File: src/hw/rtl/hci_rx_pkg.sv
// shared types and constants for the hci h4 receive deframer
// no dependencies; imported by every module of the block
package hci_rx_pkg;

	// configuration register indexes
	localparam logic [1:0] CFG_EVENT_TYPE = 2'd0;
	localparam logic [1:0] CFG_ACL_TYPE   = 2'd1;

	// reset values of the type codes
	localparam logic [7:0] EVENT_TYPE_RESET = 8'h04;
	localparam logic [7:0] ACL_TYPE_RESET   = 8'h02;

	// masks on the acl flags byte
	localparam logic [7:0] HANDLE_HI_MASK = 8'h0F;
	localparam logic [1:0] FLAG_MASK      = 2'h3;

	// record and packet kinds
	localparam logic REC_HEADER  = 1'b0;
	localparam logic REC_PAYLOAD = 1'b1;
	localparam logic PKT_EVENT   = 1'b0;
	localparam logic PKT_ACL     = 1'b1;

	// deframer phase
	typedef enum logic [1:0] {
		PH_WAIT    = 2'd0,
		PH_HEADER  = 2'd1,
		PH_PAYLOAD = 2'd2
	} hci_phase_t;

	// live configuration
	typedef struct packed {
		logic [7:0] event_type_code;
		logic [7:0] acl_type_code;
	} hci_cfg_t;

	// one output record
	typedef struct packed {
		logic        record_kind;
		logic        packet_kind;
		logic [7:0]  evt_id;
		logic [11:0] link_handle;
		logic [1:0]  boundary_flag;
		logic [1:0]  broadcast_flag;
		logic [15:0] payload_length;
		logic [15:0] payload_index;
		logic [7:0]  data_byte;
		logic        last_of_packet;
	} hci_rec_t;

endpackage

File: src/hw/rtl/hci_rx_cfg.sv
// configuration registers of the hci h4 receive deframer
// depends on hci_rx_pkg
module hci_rx_cfg (
	input  logic                clk,
	input  logic                arst_n,
	input  logic                cfg_valid,
	output logic                cfg_ready,
	input  logic [1:0]          cfg_index,
	input  logic [7:0]          cfg_data,
	output hci_rx_pkg::hci_cfg_t cfg
);
	import hci_rx_pkg::*;

	logic [7:0] event_type_q;
	logic [7:0] acl_type_q;

	// writes are always taken
	assign cfg_ready = 1'b1;

	// register file, unknown indexes ignored
	always_ff @(posedge clk or negedge arst_n) begin
		if (!arst_n) begin
			event_type_q <= EVENT_TYPE_RESET;
			acl_type_q   <= ACL_TYPE_RESET;
		end else if (cfg_valid && cfg_ready) begin
			case (cfg_index)
				CFG_EVENT_TYPE: event_type_q <= cfg_data;
				CFG_ACL_TYPE:   acl_type_q   <= cfg_data;
				default: ;
			endcase
		end
	end

	assign cfg.event_type_code = event_type_q;
	assign cfg.acl_type_code   = acl_type_q;

endmodule

File: src/hw/rtl/hci_rx_fsm.sv
// packet state machine: parses type and header bytes, builds a header record and one record per payload byte
// depends on hci_rx_pkg
module hci_rx_fsm (
	input  logic                 clk,
	input  logic                 arst_n,
	input  hci_rx_pkg::hci_cfg_t cfg,
	input  logic                 in_fire,
	input  logic [7:0]           rx_byte,
	output logic                 rec_valid,
	output hci_rx_pkg::hci_rec_t rec
);
	import hci_rx_pkg::*;

	hci_phase_t  phase_q, phase_d;
	logic        is_data_q, is_data_d;
	logic [1:0]  hdr_cnt_q, hdr_cnt_d;
	logic [7:0]  code_q, code_d;
	logic [7:0]  flags_q, flags_d;
	logic [7:0]  len_lo_q, len_lo_d;
	logic [15:0] exp_len_q, exp_len_d;
	logic [15:0] pay_cnt_q, pay_cnt_d;

	logic        hdr_done;
	logic [15:0] hdr_len;
	logic [15:0] pay_inc;
	logic        pay_last;

	// header completion and payload end detection
	always_comb begin
		hdr_done = 1'b0;
		hdr_len  = exp_len_q;
		if (phase_q == PH_HEADER && hdr_cnt_q != 2'd0) begin
			if (!is_data_q) begin
				hdr_done = 1'b1;
				hdr_len  = {8'd0, rx_byte};
			end else if (hdr_cnt_q == 2'd3) begin
				hdr_done = 1'b1;
				hdr_len  = {rx_byte, len_lo_q};
			end
		end
	end

	assign pay_inc  = pay_cnt_q + 16'd1;
	assign pay_last = (pay_inc == exp_len_q);

	// next state
	always_comb begin
		phase_d   = phase_q;
		is_data_d = is_data_q;
		hdr_cnt_d = hdr_cnt_q;
		code_d    = code_q;
		flags_d   = flags_q;
		len_lo_d  = len_lo_q;
		exp_len_d = exp_len_q;
		pay_cnt_d = pay_cnt_q;
		case (phase_q)
			PH_HEADER: begin
				if (hdr_done) begin
					exp_len_d = hdr_len;
					hdr_cnt_d = 2'd0;
					pay_cnt_d = 16'd0;
					phase_d   = (hdr_len == 16'd0) ? PH_WAIT : PH_PAYLOAD;
				end else begin
					case (hdr_cnt_q)
						2'd0:    code_d   = rx_byte;
						2'd1:    flags_d  = rx_byte;
						default: len_lo_d = rx_byte;
					endcase
					hdr_cnt_d = hdr_cnt_q + 2'd1;
				end
			end
			PH_PAYLOAD: begin
				if (pay_last) begin
					phase_d   = PH_WAIT;
					pay_cnt_d = 16'd0;
				end else begin
					pay_cnt_d = pay_inc;
				end
			end
			default: begin
				// waiting for a type byte; event code wins a tie
				phase_d   = PH_WAIT;
				hdr_cnt_d = 2'd0;
				if (rx_byte == cfg.event_type_code) begin
					is_data_d = PKT_EVENT;
					phase_d   = PH_HEADER;
				end else if (rx_byte == cfg.acl_type_code) begin
					is_data_d = PKT_ACL;
					phase_d   = PH_HEADER;
				end
			end
		endcase
	end

	// record fields
	always_comb begin
		rec           = '0;
		rec_valid     = 1'b0;
		rec.packet_kind = is_data_q;
		if (is_data_q) begin
			rec.link_handle    = {flags_q[3:0] & HANDLE_HI_MASK[3:0], code_q};
			rec.boundary_flag  = flags_q[5:4] & FLAG_MASK;
			rec.broadcast_flag = flags_q[7:6] & FLAG_MASK;
		end else begin
			rec.evt_id = code_q;
		end
		case (phase_q)
			PH_HEADER: begin
				rec_valid          = hdr_done;
				rec.record_kind    = REC_HEADER;
				rec.payload_length = hdr_len;
				rec.last_of_packet = (hdr_len == 16'd0);
			end
			PH_PAYLOAD: begin
				rec_valid          = 1'b1;
				rec.record_kind    = REC_PAYLOAD;
				rec.payload_length = exp_len_q;
				rec.payload_index  = pay_cnt_q;
				rec.data_byte      = rx_byte;
				rec.last_of_packet = pay_last;
			end
			default: rec_valid = 1'b0;
		endcase
	end

	// state registers, advance on each accepted word
	always_ff @(posedge clk or negedge arst_n) begin
		if (!arst_n) begin
			phase_q   <= PH_WAIT;
			is_data_q <= 1'b0;
			hdr_cnt_q <= 2'd0;
			code_q    <= 8'd0;
			flags_q   <= 8'd0;
			len_lo_q  <= 8'd0;
			exp_len_q <= 16'd0;
			pay_cnt_q <= 16'd0;
		end else if (in_fire) begin
			phase_q   <= phase_d;
			is_data_q <= is_data_d;
			hdr_cnt_q <= hdr_cnt_d;
			code_q    <= code_d;
			flags_q   <= flags_d;
			len_lo_q  <= len_lo_d;
			exp_len_q <= exp_len_d;
			pay_cnt_q <= pay_cnt_d;
		end
	end

`ifndef NO_ASSERTIONS
	// payload phase never runs with an empty packet
	a_pay_len: assert property (@(posedge clk) disable iff (!arst_n)
		(phase_q == PH_PAYLOAD) |-> (exp_len_q != 16'd0))
		else $error("payload phase with zero length");

	// payload index stays below the announced length
	a_pay_cnt: assert property (@(posedge clk) disable iff (!arst_n)
		(phase_q == PH_PAYLOAD) |-> (pay_cnt_q < exp_len_q))
		else $error("payload index past length");

	// header counter is idle outside the header phase
	a_hdr_cnt: assert property (@(posedge clk) disable iff (!arst_n)
		(phase_q != PH_HEADER) |-> (hdr_cnt_q == 2'd0))
		else $error("header counter not cleared");
`endif

endmodule

File: src/hw/rtl/hci_rx_skid.sv
// two-entry output buffer for records, keeps the input ready registered
// depends on hci_rx_pkg
module hci_rx_skid (
	input  logic                 clk,
	input  logic                 arst_n,
	input  logic                 push,
	input  hci_rx_pkg::hci_rec_t push_rec,
	output logic                 space,
	output logic                 out_valid,
	input  logic                 out_ready,
	output hci_rx_pkg::hci_rec_t out_rec
);
	import hci_rx_pkg::*;

	logic     main_valid_q;
	logic     skid_valid_q;
	hci_rec_t main_q;
	hci_rec_t skid_q;
	logic     take;
	logic     main_free;

	assign take      = main_valid_q && out_ready;
	assign main_free = take || !main_valid_q;
	assign space     = !skid_valid_q;
	assign out_valid = main_valid_q;
	assign out_rec   = main_q;

	// valid flags
	always_ff @(posedge clk or negedge arst_n) begin
		if (!arst_n) begin
			main_valid_q <= 1'b0;
			skid_valid_q <= 1'b0;
		end else if (main_free) begin
			main_valid_q <= skid_valid_q || push;
			skid_valid_q <= 1'b0;
		end else if (push) begin
			skid_valid_q <= 1'b1;
		end
	end

	// payload, no reset needed
	always_ff @(posedge clk) begin
		if (main_free) begin
			main_q <= skid_valid_q ? skid_q : push_rec;
		end else if (push) begin
			skid_q <= push_rec;
		end
	end

`ifndef NO_ASSERTIONS
	// the skid entry is only ever used behind a full main entry
	a_skid_main: assert property (@(posedge clk) disable iff (!arst_n)
		skid_valid_q |-> main_valid_q)
		else $error("skid entry without main entry");

	// no record arrives while both entries are full
	a_no_over: assert property (@(posedge clk) disable iff (!arst_n)
		!(push && skid_valid_q))
		else $error("record pushed into full buffer");

	// a stalled skid entry keeps its record
	a_skid_hold: assert property (@(posedge clk) disable iff (!arst_n)
		(skid_valid_q && !out_ready) |=> (skid_valid_q && $stable(skid_q)))
		else $error("skid entry lost while stalled");
`endif

endmodule

File: src/hw/rtl/hci_h4_rx_deframer_top.sv
// top level of the hci h4 receive deframer: stream ports and config port
// depends on hci_rx_pkg, hci_rx_cfg, hci_rx_fsm, hci_rx_skid
//
// The deframer takes one received UART byte per clock on the s_ side while
// s_tready is high and parses HCI H4 packets: a type byte matching
// event_type_code or acl_type_code opens a packet, other type bytes are
// dropped. When the last header byte arrives a header record is produced,
// then one record per payload byte, the final one flagged with m_tlast (a
// zero-length packet ends at its header record). Each record is registered
// in the output buffer before it appears on the m_ side. A two-entry output
// buffer lets s_tready stay high while one record waits on m_tready, and
// drops it only when both entries are occupied. Type-code writes take
// effect at the next type byte and are always accepted.
module hci_h4_rx_deframer_top (
	input  logic        clk,
	input  logic        arst_n,
	// byte stream in
	input  logic        s_tvalid,
	output logic        s_tready,
	input  logic [7:0]  s_tdata,   // [7:0] rx_byte
	// record stream out
	output logic        m_tvalid,
	input  logic        m_tready,
	output logic [63:0] m_tdata,   // [7:0] evt_id, [19:8] link_handle,
	                               // [21:20] boundary_flag, [23:22] broadcast_flag,
	                               // [39:24] payload_length, [55:40] payload_index,
	                               // [63:56] data_byte
	output logic [1:0]  m_tuser,   // [0] record_kind, [1] packet_kind
	output logic        m_tlast,   // last_of_packet
	// configuration writes
	input  logic        cfg_valid,
	output logic        cfg_ready,
	input  logic [1:0]  cfg_index,
	input  logic [7:0]  cfg_data
);
	import hci_rx_pkg::*;

	hci_cfg_t cfg;
	hci_rec_t rec;
	hci_rec_t out_rec;
	logic     rec_valid;
	logic     in_fire;
	logic     space;

	assign s_tready = space;
	assign in_fire  = s_tvalid && s_tready;

	// type code registers
	hci_rx_cfg u_cfg (
		.clk       (clk),
		.arst_n    (arst_n),
		.cfg_valid (cfg_valid),
		.cfg_ready (cfg_ready),
		.cfg_index (cfg_index),
		.cfg_data  (cfg_data),
		.cfg       (cfg)
	);

	// packet parser
	hci_rx_fsm u_fsm (
		.clk       (clk),
		.arst_n    (arst_n),
		.cfg       (cfg),
		.in_fire   (in_fire),
		.rx_byte   (s_tdata),
		.rec_valid (rec_valid),
		.rec       (rec)
	);

	// output buffer
	hci_rx_skid u_skid (
		.clk       (clk),
		.arst_n    (arst_n),
		.push      (in_fire && rec_valid),
		.push_rec  (rec),
		.space     (space),
		.out_valid (m_tvalid),
		.out_ready (m_tready),
		.out_rec   (out_rec)
	);

	// pack the record onto the stream
	assign m_tdata = {out_rec.data_byte, out_rec.payload_index, out_rec.payload_length,
		out_rec.broadcast_flag, out_rec.boundary_flag, out_rec.link_handle,
		out_rec.evt_id};
	assign m_tuser = {out_rec.packet_kind, out_rec.record_kind};
	assign m_tlast = out_rec.last_of_packet;

endmodule

File: config.mk
export PLATFORM = sky130hd
export DESIGN_NAME = hci_h4_rx_deframer_top
export DESIGN_NICKNAME = d
export VERILOG_FILES = /design/src/hw/rtl/hci_rx_pkg.sv /design/src/hw/rtl/hci_rx_cfg.sv /design/src/hw/rtl/hci_rx_fsm.sv /design/src/hw/rtl/hci_rx_skid.sv /design/src/hw/rtl/hci_h4_rx_deframer_top.sv
export SDC_FILE = /design/constraint.sdc
export NUM_CORES = 1
export LEC_CHECK = 0
export BUFFER_PORTS_ARGS = -buffer_cell sky130_fd_sc_hd__buf_2
export CAP_MARGIN = 20
export CORE_AREA = 2 2 170 106
export CTS_CLUSTER_SIZE = 16
export DETAILED_ROUTE_END_ITERATION = 7
export DIE_AREA = 0 0 172 108
export GPL_TIMING_DRIVEN = 0
export PLACE_DENSITY = 0.76
export SYNTH_ARGS = -nofsm -noshare
export SYNTH_HDL_FRONTEND = slang
export SYNTH_HIERARCHICAL = 1
export SYNTH_SLANG_ARGS = --single-unit
File: constraint.sdc
create_clock -name clk -period 7.76 [get_ports clk]
set_input_delay 1.552 -clock clk [delete_from_list [all_inputs] [get_ports clk]]
set_output_delay 1.552 -clock clk [all_outputs]
set_load 0.05 [all_outputs]
==> results.cfg <==
[critical_path]
crit_path_end_kind = flip-flop
crit_type = flip-flop to flip-flop
rrSetupSlack_ns = 4.17
r2r_end = u_skid/skid_q[18]$_DFFE_PP_
path_max_fanout = 33
r2r_start = u_fsm/hdr_cnt_q[0]$_DFFE_PN0P_
crit_path_start_kind = flip-flop
crit_start = u_fsm/hdr_cnt_q[0]$_DFFE_PN0P_
required_ns = 7.96
reg2regPathDepth = 13
cp.arrival_ns = 3.80
crit_path_end = u_skid/skid_q[18]$_DFFE_PP_

[synthesis]
ys.flop_type = edfxtp_1
netlist_instances = 749
yosys_warnings = 6
syn_area_um2 = 9870
synth_area_leaders = edfxtp_1 41%, dfrtp_1 20%, mux2_2 12%
synth.most_common_cell = edfxtp_1
async_reset_ff_share_pct = 37.1
synth_largest_area_cell = edfxtp_1
syn_nets = 778
ys_ff_latch = 213
yosysSeqAreaShare_pct = 60.8
synthTopCellsByCount = 134 x edfxtp_1, 101 x mux2_2, 77 x dfrtp_1
synth_top_area_share_pct = 40.8
synth.avg_cell_area_um2 = 13.2
synth_cell_type_count = 71
synth-edff-count = 134

[timing]
fmax_mhz = 278
timing.final.ws_setup_ns = 4.17
fin_skew_ns = 0.0134
rsz0062_at_grt = false
post-route-period-util_pct = 46.3
final-max-slew-violation-count = 0
worst_pin_slew_ns = 0.956
fin_setup_tns_ns = 0
maxSlewHeadroom_pct = 36.2
setup_violations = 0
hold_slack_ns = 0.498
hold_violations = 0
fin_crit_ns = 3.59

[min_path]
min-delay-path-class = flip-flop to flip-flop

[route]
drt_iter0_markers = 727
route.detailed.wl_per_inst_um = 21.5
wl_um = 23800
viasPerCell = 5.96
vias = 6605
drtAntennaViolNets = 0
drtPass1Iterations = 5
remaining_drc_errors = 0

[power]
power.internal_mw = 1.94
swShare_pct = 25.5
clkPwrFrac_pct = 37.2
power_density_nw_per_um2 = 230
pwr-share-seq_pct = 50.0
finalPower_mw = 2.60
irDropWorstVdd_mv = 0.162
combPwrFrac_pct = 12.8
p_sw_mw = 0.664
p_leak_nw = 4.89

[layout]
diodes = 0
utilization_pct = 67.2
final_area_um2 = 11300
area_growth_pct = 14.7
fin_nets = 889
final_cells = 1108
drive_gt1_share_pct = 30.8

[flow_run]
maxCapViolations = 0

[cts]
cts_resized = 0
cts_buffers = 20
h-tree-depth = 1
cts.sinks = 213
clockBufferDepth = 3
cts_tree = done
cts_hold_buf = 0
insertion_delay_ns = 0.50
cts_root_buf = clkbuf_16
post-cts-setup-buffers = 0
clkTransAtPathRegs_ns = 0.06

[floorplanning]
start_util_pct = 58.6
die_y_um = 108
rows = 37
design.core.area_um2 = 16900
pin_count = 93
die_area_um2 = 18600
chipWidth_um = 172

[status]
status = finished, final reports clean

[global_routing]
grt_max_degree = 71
first_global_vias = 6443
overflow = 0
grt_pass1_wl_um = 36700
grtUsageTotal_pct = 26.5
antenna_found_initial = 0

[placement]
dp.cells = 1072
placed_cell_area_um2 = 10700
dp_slack_ns = 3.90
hpwl_um = 17100
portBuffers = 85
place.gp.congestion = 0.944
-- registers in the layout (all words and copies together) (netlist names), 2 cells and up --
name and count:
u_cfg/acl_type_q 8, u_cfg/event_type_q 8, u_fsm/code_q 8, u_fsm/exp_len_q 16
u_fsm/flags_q 8, u_fsm/hdr_cnt_q 2, u_fsm/len_lo_q 8, u_fsm/pay_cnt_q 16
u_fsm/phase_q 2, u_skid/out_rec 67, u_skid/skid_q 67
-- worst min-delay path by stage --
stage / start / to / depth (start not counted)
2_1_floorplan: u_fsm/flags_q[0]$_DFFE_PN0P_ / u_fsm/flags_q[0]$_DFFE_PN0P_ / 1
3_3_place_gp: u_fsm/flags_q[5]$_DFFE_PN0P_ / u_fsm/flags_q[5]$_DFFE_PN0P_ / 1
3_5_place_dp: u_fsm/flags_q[4]$_DFFE_PN0P_ / u_fsm/flags_q[4]$_DFFE_PN0P_ / 1
4_1_cts: u_fsm/flags_q[4]$_DFFE_PN0P_ / u_fsm/flags_q[4]$_DFFE_PN0P_ / 1
5_1_grt: u_fsm/flags_q[4]$_DFFE_PN0P_ / u_fsm/flags_q[4]$_DFFE_PN0P_ / 1
6_report: u_fsm/flags_q[4]$_DFFE_PN0P_ / u_fsm/flags_q[4]$_DFFE_PN0P_ / 1
-- worst max-delay path, stage by stage (launching register included) --
cell and delay (ns):
dfrtp_1 0.41, inv_1 0.06, ha_1 0.26, nand2b_1 0.16, clkbuf_1 0.19, nor2_1 0.27, clkbuf_1 0.42, nor2_1 0.08
nor2_1 0.18, and3_1 0.21, inv_1 0.08, nor2_4 0.45, buf_12 0.29, buf_16 0.20
-- layout by cell type (no fill, tap or decap), types with 5 or more instances in the layout --
cell / n
a211oi_1: 6
a21o_1: 5
a21oi_1: 10
a22o_1: 9
and2_1: 43
buf_2: 99
clkbuf_1: 34
clkbuf_16: 20
dfrtp_1: 77
edfxtp_1: 134
ha_1: 6
inv_1: 14
mux2_2: 101
mux2_4: 9
nand2_1: 53
nand2b_1: 6
nand3_1: 15
nand4_1: 5
nor2_1: 36
nor2b_1: 10
nor3_1: 8
nor4_1: 11
o21ai_0: 32
o22ai_1: 9
xnor2_1: 15
xor2_1: 22
-- layer usage --
layer,GRT usage [%],vias up,share of wire [%]
met1,42.3,3278,47
li1,-,2960,-
met3,7.43,32,10
met2,35.8,335,41
met4,5.82,0,1.7
met5,0,-,0
-- cell families (layout without fill, tap and decap cells) --
kind of cell,Yosys count,after routing,synth area share [%]
AO/OA/AOI/OAI,100,100,6.77
other,1,1,0.0380
buffers and inverters,62,187,2.89
XOR/XNOR,38,38,3.45
AND/OR/NAND/NOR,218,218,12.3
adder cells (fa/ha/maj),6,6,0.761
flip-flops,213,213,60.8
multiplexers,111,111,13.0
-- power by group through the flow --
stage | registers (mW) | logic (mW) | clock network (mW)
CTS | 1.30 | 0.326 | 0.985
global placement | 1.32 | 0.314 | 0
global route | 1.31 | 0.355 | 1.02
finish | 1.30 | 0.332 | 0.970
detailed placement | 1.32 | 0.324 | 0
floorplan | 1.37 | 0.172 | 0
-- cell type report --
cell class              instances  area [um2]
clock buffers                  29         544
plain buffers                  48         233
multi-input cells             474        3600
flip-flops and latches        213        6000
fillers                      1264        5530
clock inverters                 7        95.1
repair buffers                 89         508
inverters                      14        52.6
well taps                     234         293
Note: power is estimated with default switching activity, not from simulation.
